File: src/sv/rrqs_pkg.sv
// Package for the quantum scheduler: queue sizing, action codes and the
// structs passed between the queue and the scheduling core. No dependencies.
`timescale 1ns / 1ps

package rrqs_pkg;

    localparam int QUEUE_DEPTH = 16;
    localparam int PTR_W       = (QUEUE_DEPTH > 1) ? $clog2(QUEUE_DEPTH) : 1;
    localparam int CNT_W       = $clog2(QUEUE_DEPTH + 1);

    localparam logic [15:0] DEFAULT_QUANTUM = 16'd3;
    localparam logic [31:0] CLOCK_MAX       = 32'hFFFF_FFFF;
    localparam logic [39:0] TOTAL_MAX       = 40'hFF_FFFF_FFFF;

    localparam logic ACT_CREATE   = 1'b0;
    localparam logic ACT_DISPATCH = 1'b1;

    // one ready-queue entry
    typedef struct packed {
        logic [15:0] id;
        logic [15:0] burst;
        logic [15:0] rem;
    } t_task;

    // core -> queue
    typedef struct packed {
        logic  pop;
        logic  push;
        t_task wdata;
    } t_qctl;

    // queue -> core
    typedef struct packed {
        logic [CNT_W-1:0] count;
        t_task            head;
    } t_qstat;

endpackage

File: src/sv/rrqs_queue.sv
// Ready queue: register-file FIFO with head/tail pointers and fill count.
// Depends on rrqs_pkg.
`timescale 1ns / 1ps

module rrqs_queue (
    input  logic            i_clk,
    input  logic            i_rst_n,
    input  rrqs_pkg::t_qctl i_ctl,
    output rrqs_pkg::t_qstat o_stat
);

    localparam logic [rrqs_pkg::PTR_W-1:0] LAST_PTR =
        rrqs_pkg::PTR_W'(rrqs_pkg::QUEUE_DEPTH - 1);
    localparam logic [rrqs_pkg::CNT_W-1:0] FULL_CNT =
        rrqs_pkg::CNT_W'(rrqs_pkg::QUEUE_DEPTH);

    rrqs_pkg::t_task r_mem [rrqs_pkg::QUEUE_DEPTH];

    logic [rrqs_pkg::PTR_W-1:0] r_head, n_head;
    logic [rrqs_pkg::PTR_W-1:0] r_tail, n_tail;
    logic [rrqs_pkg::CNT_W-1:0] r_count, n_count;

    always_comb begin
        n_head  = r_head;
        n_tail  = r_tail;
        n_count = r_count + rrqs_pkg::CNT_W'(i_ctl.push) - rrqs_pkg::CNT_W'(i_ctl.pop);
        if (i_ctl.pop) begin
            n_head = (r_head == LAST_PTR) ? '0 : r_head + rrqs_pkg::PTR_W'(1);
        end
        if (i_ctl.push) begin
            n_tail = (r_tail == LAST_PTR) ? '0 : r_tail + rrqs_pkg::PTR_W'(1);
        end
    end

    always_ff @(posedge i_clk) begin
        if (!i_rst_n) begin
            r_head  <= '0;
            r_tail  <= '0;
            r_count <= '0;
        end else begin
            r_head  <= n_head;
            r_tail  <= n_tail;
            r_count <= n_count;
        end
    end

    // storage has no reset; only written slots are ever read
    always_ff @(posedge i_clk) begin
        if (i_ctl.push) begin
            r_mem[r_tail] <= i_ctl.wdata;
        end
    end

    assign o_stat.count = r_count;
    assign o_stat.head  = r_mem[r_head];

`ifndef ASSERT_OFF
    a_count_bound: assert property (@(posedge i_clk) disable iff (!i_rst_n)
        r_count <= FULL_CNT)
        else $error("queue count above depth");
    a_no_overflow: assert property (@(posedge i_clk) disable iff (!i_rst_n)
        (i_ctl.push && !i_ctl.pop) |-> (r_count != FULL_CNT))
        else $error("push into full queue");
    a_no_underflow: assert property (@(posedge i_clk) disable iff (!i_rst_n)
        i_ctl.pop |-> (r_count != '0))
        else $error("pop from empty queue");
`endif

endmodule

File: src/sv/rrqs_core.sv
// Scheduling core: one create or dispatch per advance, saturating clock and
// totals, registered result. Depends on rrqs_pkg.
`timescale 1ns / 1ps

module rrqs_core (
    input  logic             i_clk,
    input  logic             i_rst_n,
    input  logic             i_adv,
    input  logic             i_action,
    input  logic [15:0]      i_task_id,
    input  logic [15:0]      i_burst_time,
    input  logic [15:0]      i_quantum,
    input  rrqs_pkg::t_qstat i_qstat,
    output rrqs_pkg::t_qctl  o_qctl,
    output logic [15:0]      o_served_id,
    output logic [15:0]      o_slice_length,
    output logic [15:0]      o_remaining_after,
    output logic             o_finished,
    output logic             o_idle,
    output logic             o_dropped,
    output logic [31:0]      o_time_now,
    output logic [39:0]      o_turnaround_total,
    output logic [39:0]      o_waiting_total,
    output logic [4:0]       o_queued_count
);

    localparam logic [rrqs_pkg::CNT_W-1:0] FULL_CNT =
        rrqs_pkg::CNT_W'(rrqs_pkg::QUEUE_DEPTH);

    // state
    logic [31:0] r_clock, n_clock;
    logic [39:0] r_ta,    n_ta;
    logic [39:0] r_wt,    n_wt;

    // result register
    logic [15:0] r_served, n_served;
    logic [15:0] r_slice,  n_slice;
    logic [15:0] r_rem,    n_rem;
    logic        r_fin,    n_fin;
    logic        r_idle,   n_idle;
    logic        r_drop,   n_drop;
    logic [4:0]  r_qcnt,   n_qcnt;

    logic        full, empty;
    logic [15:0] slice, rem_new;
    logic [32:0] clk_sum;
    logic [31:0] clk_new, wait_val;
    logic [40:0] ta_sum, wt_sum;
    rrqs_pkg::t_qctl ctl;
    logic [rrqs_pkg::CNT_W-1:0] cnt_after;

    always_comb begin
        full     = (i_qstat.count == FULL_CNT);
        empty    = (i_qstat.count == '0);
        slice    = (i_qstat.head.rem < i_quantum) ? i_qstat.head.rem : i_quantum;
        rem_new  = i_qstat.head.rem - slice;
        clk_sum  = {1'b0, r_clock} + 33'(slice);
        clk_new  = clk_sum[32] ? rrqs_pkg::CLOCK_MAX : clk_sum[31:0];
        wait_val = (clk_new > 32'(i_qstat.head.burst)) ?
                   clk_new - 32'(i_qstat.head.burst) : 32'd0;
        ta_sum   = {1'b0, r_ta} + 41'(clk_new);
        wt_sum   = {1'b0, r_wt} + 41'(wait_val);

        ctl       = '0;
        n_clock   = r_clock;
        n_ta      = r_ta;
        n_wt      = r_wt;
        n_served  = '0;
        n_slice   = '0;
        n_rem     = '0;
        n_fin     = 1'b0;
        n_idle    = 1'b0;
        n_drop    = 1'b0;

        case (i_action)
            rrqs_pkg::ACT_CREATE: begin
                if (full) begin
                    n_drop = 1'b1;
                end else begin
                    ctl.push  = 1'b1;
                    ctl.wdata = '{id: i_task_id, burst: i_burst_time, rem: i_burst_time};
                end
            end
            rrqs_pkg::ACT_DISPATCH: begin
                if (empty) begin
                    n_idle = 1'b1;
                end else begin
                    ctl.pop  = 1'b1;
                    n_clock  = clk_new;
                    n_served = i_qstat.head.id;
                    n_slice  = slice;
                    n_rem    = rem_new;
                    if (rem_new == '0) begin
                        n_fin = 1'b1;
                        n_ta  = (ta_sum >= 41'(rrqs_pkg::TOTAL_MAX)) ?
                                rrqs_pkg::TOTAL_MAX : ta_sum[39:0];
                        n_wt  = (wt_sum >= 41'(rrqs_pkg::TOTAL_MAX)) ?
                                rrqs_pkg::TOTAL_MAX : wt_sum[39:0];
                    end else begin
                        ctl.push  = 1'b1;
                        ctl.wdata = '{id: i_qstat.head.id, burst: i_qstat.head.burst,
                                      rem: rem_new};
                    end
                end
            end
            default: begin
                n_idle = 1'b0;
            end
        endcase

        cnt_after = i_qstat.count + rrqs_pkg::CNT_W'(ctl.push)
                    - rrqs_pkg::CNT_W'(ctl.pop);
        n_qcnt    = 5'(cnt_after);

        // queue only moves when the item actually advances
        o_qctl      = ctl;
        o_qctl.pop  = ctl.pop  & i_adv;
        o_qctl.push = ctl.push & i_adv;
    end

    always_ff @(posedge i_clk) begin
        if (!i_rst_n) begin
            r_clock <= '0;
            r_ta    <= '0;
            r_wt    <= '0;
        end else if (i_adv) begin
            r_clock <= n_clock;
            r_ta    <= n_ta;
            r_wt    <= n_wt;
        end
    end

    always_ff @(posedge i_clk) begin
        if (i_adv) begin
            r_served <= n_served;
            r_slice  <= n_slice;
            r_rem    <= n_rem;
            r_fin    <= n_fin;
            r_idle   <= n_idle;
            r_drop   <= n_drop;
            r_qcnt   <= n_qcnt;
        end
    end

    assign o_served_id        = r_served;
    assign o_slice_length     = r_slice;
    assign o_remaining_after  = r_rem;
    assign o_finished         = r_fin;
    assign o_idle             = r_idle;
    assign o_dropped          = r_drop;
    assign o_time_now         = r_clock;
    assign o_turnaround_total = r_ta;
    assign o_waiting_total    = r_wt;
    assign o_queued_count     = r_qcnt;

endmodule

File: src/sv/round_robin_quantum_scheduler.sv
// Top level of the quantum scheduler: input register, handshake, quantum
// register. Depends on rrqs_pkg, rrqs_queue and rrqs_core.
`timescale 1ns / 1ps

// Usage
//   Input channel (i_in_valid / o_in_ready): one beat is one item, either a
//   create (task id + burst time, appended to the ready queue) or a dispatch
//   (pop the head task, run one slice, re-queue it or retire it).
//   Output channel (o_out_valid / i_out_ready): exactly one result beat per
//   input beat, in order.
//   Config: i_cfg_we writes i_cfg_data into the quantum at the clock edge;
//   write only while the block is idle.
// Timing
//   An accepted beat lands in the input register; on the next edge where the
//   result register is free it is processed and the result is registered.
//   Throughput is one beat per cycle while i_out_ready is high: the queue
//   is a register file read at the head pointer, so pop and re-queue both
//   take effect on the same clock edge.
// Reset (synchronous, active low)
//   Empties the queue, zeroes clock and totals, sets quantum to 3; no
//   clearing pass is needed.
// Backpressure
//   While i_out_ready is low the result holds; one more beat can still be
//   taken into the input register, after which o_in_ready drops.

module round_robin_quantum_scheduler (
    input  logic        i_clk,
    input  logic        i_rst_n,
    input  logic        i_in_valid,
    output logic        o_in_ready,
    input  logic        i_action,
    input  logic [15:0] i_task_id,
    input  logic [15:0] i_burst_time,
    input  logic        i_cfg_we,
    input  logic [15:0] i_cfg_data,
    output logic        o_out_valid,
    input  logic        i_out_ready,
    output logic [15:0] o_served_id,
    output logic [15:0] o_slice_length,
    output logic [15:0] o_remaining_after,
    output logic        o_finished,
    output logic        o_idle,
    output logic        o_dropped,
    output logic [31:0] o_time_now,
    output logic [39:0] o_turnaround_total,
    output logic [39:0] o_waiting_total,
    output logic [4:0]  o_queued_count
);

    logic        r_in_vld, n_in_vld;
    logic        r_out_vld, n_out_vld;
    logic        r_act;
    logic [15:0] r_id;
    logic [15:0] r_burst;
    logic [15:0] r_quantum;
    logic        adv;
    logic        in_beat;

    rrqs_pkg::t_qctl  qctl;
    rrqs_pkg::t_qstat qstat;

    // advance when an item is staged and the result slot is free or draining
    assign adv        = r_in_vld && (!r_out_vld || i_out_ready);
    assign o_in_ready = !r_in_vld || adv;
    assign in_beat    = i_in_valid && o_in_ready;

    always_comb begin
        n_in_vld  = in_beat ? 1'b1 : (adv ? 1'b0 : r_in_vld);
        n_out_vld = adv ? 1'b1 : (i_out_ready ? 1'b0 : r_out_vld);
    end

    always_ff @(posedge i_clk) begin
        if (!i_rst_n) begin
            r_in_vld  <= 1'b0;
            r_out_vld <= 1'b0;
            r_quantum <= rrqs_pkg::DEFAULT_QUANTUM;
        end else begin
            r_in_vld  <= n_in_vld;
            r_out_vld <= n_out_vld;
            if (i_cfg_we) begin
                r_quantum <= i_cfg_data;
            end
        end
    end

    // input payload register
    always_ff @(posedge i_clk) begin
        if (in_beat) begin
            r_act   <= i_action;
            r_id    <= i_task_id;
            r_burst <= i_burst_time;
        end
    end

    rrqs_queue u_queue (
        .i_clk   (i_clk),
        .i_rst_n (i_rst_n),
        .i_ctl   (qctl),
        .o_stat  (qstat)
    );

    rrqs_core u_core (
        .i_clk              (i_clk),
        .i_rst_n            (i_rst_n),
        .i_adv              (adv),
        .i_action           (r_act),
        .i_task_id          (r_id),
        .i_burst_time       (r_burst),
        .i_quantum          (r_quantum),
        .i_qstat            (qstat),
        .o_qctl             (qctl),
        .o_served_id        (o_served_id),
        .o_slice_length     (o_slice_length),
        .o_remaining_after  (o_remaining_after),
        .o_finished         (o_finished),
        .o_idle             (o_idle),
        .o_dropped          (o_dropped),
        .o_time_now         (o_time_now),
        .o_turnaround_total (o_turnaround_total),
        .o_waiting_total    (o_waiting_total),
        .o_queued_count     (o_queued_count)
    );

    assign o_out_valid = r_out_vld;

`ifndef ASSERT_OFF
    a_adv_gives_result: assert property (@(posedge i_clk) disable iff (!i_rst_n)
        adv |=> o_out_valid)
        else $error("processed item produced no result");
    a_queue_idle_no_adv: assert property (@(posedge i_clk) disable iff (!i_rst_n)
        !adv |-> (!qctl.pop && !qctl.push))
        else $error("queue moved without an item advancing");
    a_out_hold: assert property (@(posedge i_clk) disable iff (!i_rst_n)
        (o_out_valid && !i_out_ready) |=> o_out_valid)
        else $error("result beat dropped before it was taken");
`endif

endmodule
File: config.mk
export PLATFORM = sky130hd
export DESIGN_NAME = round_robin_quantum_scheduler
export DESIGN_NICKNAME = d
export VERILOG_FILES = /design/src/sv/rrqs_pkg.sv /design/src/sv/rrqs_queue.sv /design/src/sv/rrqs_core.sv /design/src/sv/round_robin_quantum_scheduler.sv
export SDC_FILE = /design/constraint.sdc
export NUM_CORES = 1
export LEC_CHECK = 0
export BUFFER_PORTS_ARGS = -buffer_cell sky130_fd_sc_hd__buf_2
export CAP_MARGIN = 25
export CORE_ASPECT_RATIO = 1.75
export CORE_MARGIN = 2
export CORE_UTILIZATION = 56
export DETAILED_ROUTE_END_ITERATION = 12
export PLACE_DENSITY = 0.8
export SYNTH_ARGS = -nofsm -noshare
export SYNTH_HDL_FRONTEND = slang
export SYNTH_SLANG_ARGS = --single-unit
File: constraint.sdc
create_clock -name i_clk -period 12.7 [get_ports i_clk]
set_input_delay 2.54 -clock i_clk [delete_from_list [all_inputs] [get_ports i_clk]]
set_output_delay 2.54 -clock i_clk [all_outputs]
set_load 0.01 [all_outputs]
==> results.py, run 1 <==
metrics = {
    "routing": {
        "wl_per_cell_um": 31.11,
        "ant_nets": 0,
        "vias": 29944,
        "drc_errors": 0,
        "drt-total-wl_mm": 137.6,
        "via_per_inst": 6.770,
        "drt_first_pass_iters": 6,
        "first_iter_violations": 3377,
    },
    "layout": {
        "fillCellCount": 5695,
        "finalNetCount": 3496,
        "final-seq-area_mm2": 0.02869,
        "multi_input_area_mm2": 0.01607,
        "final_cell_count_no_fill": 4423,
        "area_delta_synth_final_pct": 11.86,
        "drive_gt1_frac": 0.2204,
    },
    "worst_hold_path": {
        "hp-class": "flop to flop",
        "hold-path-cell-count": 2,
    },
    "status": {
        "status": "finished, final reports clean",
    },
    "global_routing": {
        "grt_max_degree": 70,
        "grt-ovfl-total": 0,
        "grt_pass1_wl_mm": 197.7,
        "grt_pass1_vias": 29943,
        "antenna_found_initial": 7,
        "grtUsageTotal": 0.3289,
    },
    "sta": {
        "rsz0062_at_grt": "no",
        "finalCritPeriodShare": 0.9476,
        "max_freq_ghz": 0.08309,
        "tightestPinTransition_ps": 1091,
        "setup_slack_ps": 665.4,
        "slew_violations": 0,
        "fin_crit_ps": 12030,
        "relSlewSlack": 0.2729,
        "finalHoldViolCount": 0,
        "setup_viol": 0,
        "finalClockSkew_ps": 33.74,
    },
    "synthesis": {
        "synth_most_common_cell": "edfxtp_1",
        "netlist.area_leader.share": 0.5639,
        "synthTopCellsByCount": "edfxtp_1 (857), mux4_2 (234), nor2_1 (195), a21oi_1 (162), dfxtp_1 (147)",
        "ys_warn_count": 0,
        "synth-async-reset-ratio": 0,
        "ys_types": 86,
        "syn-num-nets": 3275,
        "yosys_register_bits": 1004,
        "yosysTopAreaCell": "edfxtp_1",
        "synth_edf_count": 857,
        "synth-main-ff-cell": "edfxtp_1",
        "synth_cells": 3076,
        "synth_area_per_cell_um2": 14.84,
        "synthTopCellsByArea": "edfxtp_1 (56%), mux4_2 (12%), dfxtp_1 (6.4%), ha_1 (3.8%), a21oi_1 (1.8%)",
        "syn_area_mm2": 0.04564,
        "ys_seq_area_frac": 0.6284,
    },
    "die": {
        "dieArea_mm2": 0.08388,
        "die_y_um": 381.6,
        "ios": 224,
        "num_rows": 138,
        "start_util": 0.5647,
        "coreArea_mm2": 0.08081,
        "die_x_um": 219.8,
    },
    "setup_path": {
        "critPathCaptureType": "flop",
        "cpPeakStageDelay_ps": 550,
        "startpoint_type": "flop",
        "rr_worst_depth": 42,
        "crit_top_cell": "a21o_1",
        "path_class": "flop to flop",
        "crit_path_max_fanout": 30,
        "cp.required_ps": 13280,
        "cpMaxStageDelayCell": "dfxtp_4",
        "cp.arrival_ps": 12610,
    },
    "clocking": {
        "clk_pin_slew_ps": 70,
        "clockRootBuffer": "clkbuf_16",
        "h-tree-depth": 3,
        "cts.sinks": 1004,
        "cts_tree": "done",
        "clk_latency_ps": 700,
        "cts_max_path_buffers": 3,
        "cts_buffers": 88,
        "hold_buffers": 0,
    },
    "power": {
        "p_leak_nw": 18.30,
        "peakVddDrop_uv": 162.2,
        "power_density_mw_per_mm2": 180.5,
        "total_power_w": 0.009212,
    },
    "placed_design": {
        "dp_hpwl_mm": 85.59,
        "finalWeightedCongestion": 1.036,
        "dp.cells": 4253,
        "place_ws_ps": 611.0,
        "port_buffers": 223,
    },
    "job": {
        "max-cap-violations": 0,
    },
}
## power by group
group | total [W] | switching (W) | leakage [nW] | internal (W)
combinational | 0.00249 | 0.00167 | 7.90 | 0.000824
sequential | 0.00402 | 0.0000559 | 9.04 | 0.00396
clock | 0.00270 | 0.00124 | 1.36 | 0.00145
## worst max-delay path, delay by kind of cell (launching register included)
kind	cells	cell delay, ps
AND/OR/NAND/NOR	9	2100
buffers and inverters	4	1150
multiplexers	2	1070
flip-flops	1	550
adder cells (fa/ha/maj)	4	1480
AO/OA/AOI/OAI	22	5320
XOR/XNOR	1	200
## sequential cells by signal, summed over array words and instances, names as in the netlist, named ones only
name	cells
r_quantum	16
u_queue.r_head	4
u_core.o_remaining_after	16
u_queue.r_count	5
u_core.o_idle	1
r_id	16
o_out_valid	1
u_core.o_served_id	16
u_core.o_time_now	32
u_core.o_dropped	1
u_queue.r_mem	768
r_in_vld	1
u_queue.r_tail	4
u_core.o_finished	1
u_core.o_queued_count	5
u_core.o_slice_length	16
u_core.o_waiting_total	40
r_act	1
r_burst	16
u_core.o_turnaround_total	40
## routing by layer
metal  global-route usage  routed length [um]  vias to the layer above
met5                    0                  56                        -
met4               0.2201               10380                        8
met3              0.07240               13310                      509
met2               0.5566               69150                     1965
met1               0.3704               44710                    14928
li1                     -                   -                    12534
## worst paths after layout
kind	start	slack, ps	end
setup / recovery	flop	670	u_core.o_waiting_total[33]
hold / removal	u_core.o_time_now[2]	490	u_core.o_time_now[2]
setup reg to reg	flop	670	u_core.o_waiting_total[33]
hold reg to reg	u_core.o_time_now[2]	490	u_core.o_time_now[2]
## cells in the final DEF, fill, tap and decap left out, types with 64 or more instances in the layout
cell,synthesis,final
ha_1,140,140
xnor2_1,64,64
inv_1,94,93
buf_4,2,67
clkbuf_16,0,88
mux4_2,234,234
a21o_1,97,97
nand2_1,146,145
nor2_1,195,194
a21oi_1,162,161
o21ai_0,132,131
buf_2,20,224
dfxtp_1,147,143
edfxtp_1,857,857
## repair_timing
item / CTS / global route
gates resized for setup: 0 / 2
buffers inserted: 0 / 1
setup endpoints to repair: 0 / 14
## kinds of logic (layout without fill, tap and decap cells)
| family | Yosys count | after routing | share of synthesized area |
|---|---|---|---|
| muxes | 270 | 270 | 0.1250 |
| buffers and inverters | 262 | 553 | 0.02243 |
| xor gates and xnor gates | 119 | 119 | 0.02300 |
| DFF | 1004 | 1004 | 0.6284 |
| AOI/OAI and AO/OA | 649 | 649 | 0.09358 |
| adders and majority gates | 145 | 145 | 0.04058 |
| and+or+nand+nor | 627 | 627 | 0.06704 |
| other | 0 | 6 | 0 |
## layout make-up
cell class	count	share of cell area
flip-flops and latches	1004	0.5621
multi-input cells	1810	0.3147
clock buffers	99	0.04395
repair buffers	298	0.03444
well taps	1050	0.02574
clock inverters	61	0.01181
inverters	95	0.006986
diodes	6	0.0002941
## per-stage QoR
stage | TNS (ps) | hold WS (ps) | area [um^2] | utilization
2_1_floorplan | -10580 | 460.4 | 45640 | -
3_3_place_gp | 0 | 473.2 | 48090 | 0.5951
3_5_place_dp | 0 | 483.4 | 48120 | 0.5955
4_1_cts | 0 | 495.4 | 50970 | 0.6308
5_1_grt | 0 | 523.5 | 51030 | 0.6315
6_report | 0 | 492.1 | 51050 | 0.6317
Note: power is estimated with default switching activity, not from simulation.
==> run 2: changes to the inputs <==
- clock period: 12.7 -> 9.75 ns (I/O delays scaled with it)
==> results.py, run 2 (synthesized netlist as in run 1, its figures left out) <==
metrics = {
    "routing": {
        "drt-total-wl_mm": 144.0,
        "ant_nets": 0,
        "via_per_inst": 6.574,
        "drt_first_pass_iters": 5,
        "drc_errors": 0,
        "wl_per_cell_um": 30.07,
        "vias": 31489,
        "first_iter_violations": 3251,
    },
    "clocking": {
        "hold_buffers": 0,
        "h-tree-depth": 3,
        "cts_buffers": 88,
        "cts.sinks": 1004,
        "cts_max_path_buffers": 3,
        "clockRootBuffer": "clkbuf_16",
        "clk_pin_slew_ps": 80,
        "cts_tree": "done",
        "clk_latency_ps": 700,
    },
    "global_routing": {
        "grt_pass1_vias": 31795,
        "grt_pass1_wl_mm": 206.9,
        "grtUsageTotal": 0.3441,
        "antenna_found_initial": 16,
        "grt_max_degree": 71,
        "grt-ovfl-total": 0,
    },
    "status": {
        "status": "finished, violations left",
        "violations": "negative setup slack",
    },
    "sta": {
        "setup_slack_ps": -502.1,
        "hold_slack_ps": 493.4,
        "fin_setup_tns_ps": -15420,
        "relSlewSlack": 0.3352,
        "setup_viol": 40,
        "finalCritPeriodShare": 1.052,
        "slew_violations": 0,
        "rsz0062_at_grt": "yes",
        "fin_crit_ps": 10250,
        "finalHoldViolCount": 0,
        "max_freq_ghz": 0.09754,
        "tightestPinTransition_ps": 989.6,
        "finalClockSkew_ps": 30.25,
    },
    "layout": {
        "layout_common_cells": "edfxtp_1 (857), buf_4 (406), mux4_2 (234), buf_2 (223), nor2_1 (190)",
        "finalNetCount": 3862,
        "fillCellCount": 5278,
        "multi_input_area_mm2": 0.01686,
        "final_util": 0.6809,
        "area_delta_synth_final_pct": 20.57,
        "layout_commonest_cell": "edfxtp_1",
        "largest_register": "u_queue.r_mem",
        "drive_gt1_frac": 0.3260,
        "largest_reg_flops": 768,
        "final-seq-area_mm2": 0.02869,
    },
    "die": {
        "dieArea_mm2": 0.08388,
        "die_x_um": 219.8,
        "start_util": 0.5647,
        "num_rows": 138,
        "coreArea_mm2": 0.08081,
        "die_y_um": 381.6,
        "ios": 224,
    },
    "worst_hold_path": {
        "hp-class": "flop to flop",
    },
    "setup_path": {
        "critPathCaptureType": "flop",
        "crit_top_cell": "buf_4",
        "cpPeakStageDelay_ps": 540,
        "cpMaxStageDelayCell": "mux4_2",
        "crit_path_max_fanout": 6,
        "startpoint_type": "flop",
        "path_class": "flop to flop",
        "cp.arrival_ps": 10840,
        "crit_family": "compound AO/OA/AOI/OAI gates",
        "cp.required_ps": 10340,
        "reg2reg_slack_ps": -500,
        "critPathBufInv": 11,
    },
    "placed_design": {
        "place_ws_ps": -667.9,
        "port_buffers": 223,
        "dp_hpwl_mm": 90.48,
        "finalWeightedCongestion": 1.011,
    },
    "job": {
        "max-cap-violations": 0,
    },
    "power": {
        "peakVddDrop_uv": 184.6,
        "p_leak_nw": 20.46,
        "power_density_mw_per_mm2": 236.6,
        "total_power_w": 0.01302,
    },
}
==> run 2: cell count changes in the layout (fill, tap and decap cells not counted), sizes merged <==
cell / delta
clkinvlp: +4
buf: +365
diode: -2
bufbuf: +1
clkbuf: -1
clkinv: -3
bufinv: +3
==> run 2: what timing repair did <==
action,CTS,global route
resized for setup,84,34
setup endpoints to repair,40,43
pin swaps,69,49
setup buffers,43,23
gates cloned,5,0
==> run 2: layer usage <==
layer	up-vias	share of wire	GRT usage
li1	13289	-	-
met1	15526	0.32	0.3713
met2	2032	0.50	0.5822
met3	624	0.091	0.07973
met4	18	0.087	0.2603
met5	-	0.00080	0
==> run 2: final timing paths <==
kind                         from                    endpoint  cells past startpoint
min reg2reg  u_core.o_time_now[2]        u_core.o_time_now[2]                      2
max                          flop  u_core.o_waiting_total[39]                     49
max reg2reg                  flop  u_core.o_waiting_total[39]                     49
min          u_core.o_time_now[2]        u_core.o_time_now[2]                      2
==> run 2: area by class of cell <==
type / instances / share of cell area
Inverter: 95 / 0.006481
Timing Repair Buffer: 664 / 0.08748
Antenna cell: 4 / 0.0001819
Clock buffer: 98 / 0.04089
Clock inverter: 65 / 0.01321
Tap cell: 1050 / 0.02388
Multi-Input combinational cell: 1810 / 0.3065
Sequential cell: 1004 / 0.5214
==> run 2: power by group <==
part / internal (W) / switching [W]
clock: 0.00199 / 0.00166
sequential: 0.00516 / 0.0000674
combinational: 0.00174 / 0.00240
total: 0.00889 / 0.00413
==> run 2: through the flow <==
| stage | cell area (um^2) | std cells |
|---|---|---|
| finish | 55020 | 4790 |
| detailed placement | 50740 | 4555 |
| global placement | 50710 | 4554 |
| CTS | 54640 | 4764 |
| floorplan | 46060 | 3076 |
| global route | 55010 | 4786 |
==> run 2: tightest hold or removal path: cells and delay by family, from the launching register on <==
kind,cells,cell delay (ps)
AO/OA/AOI/OAI,1,50
flip-flops,1,330
AND/OR/NAND/NOR,1,60
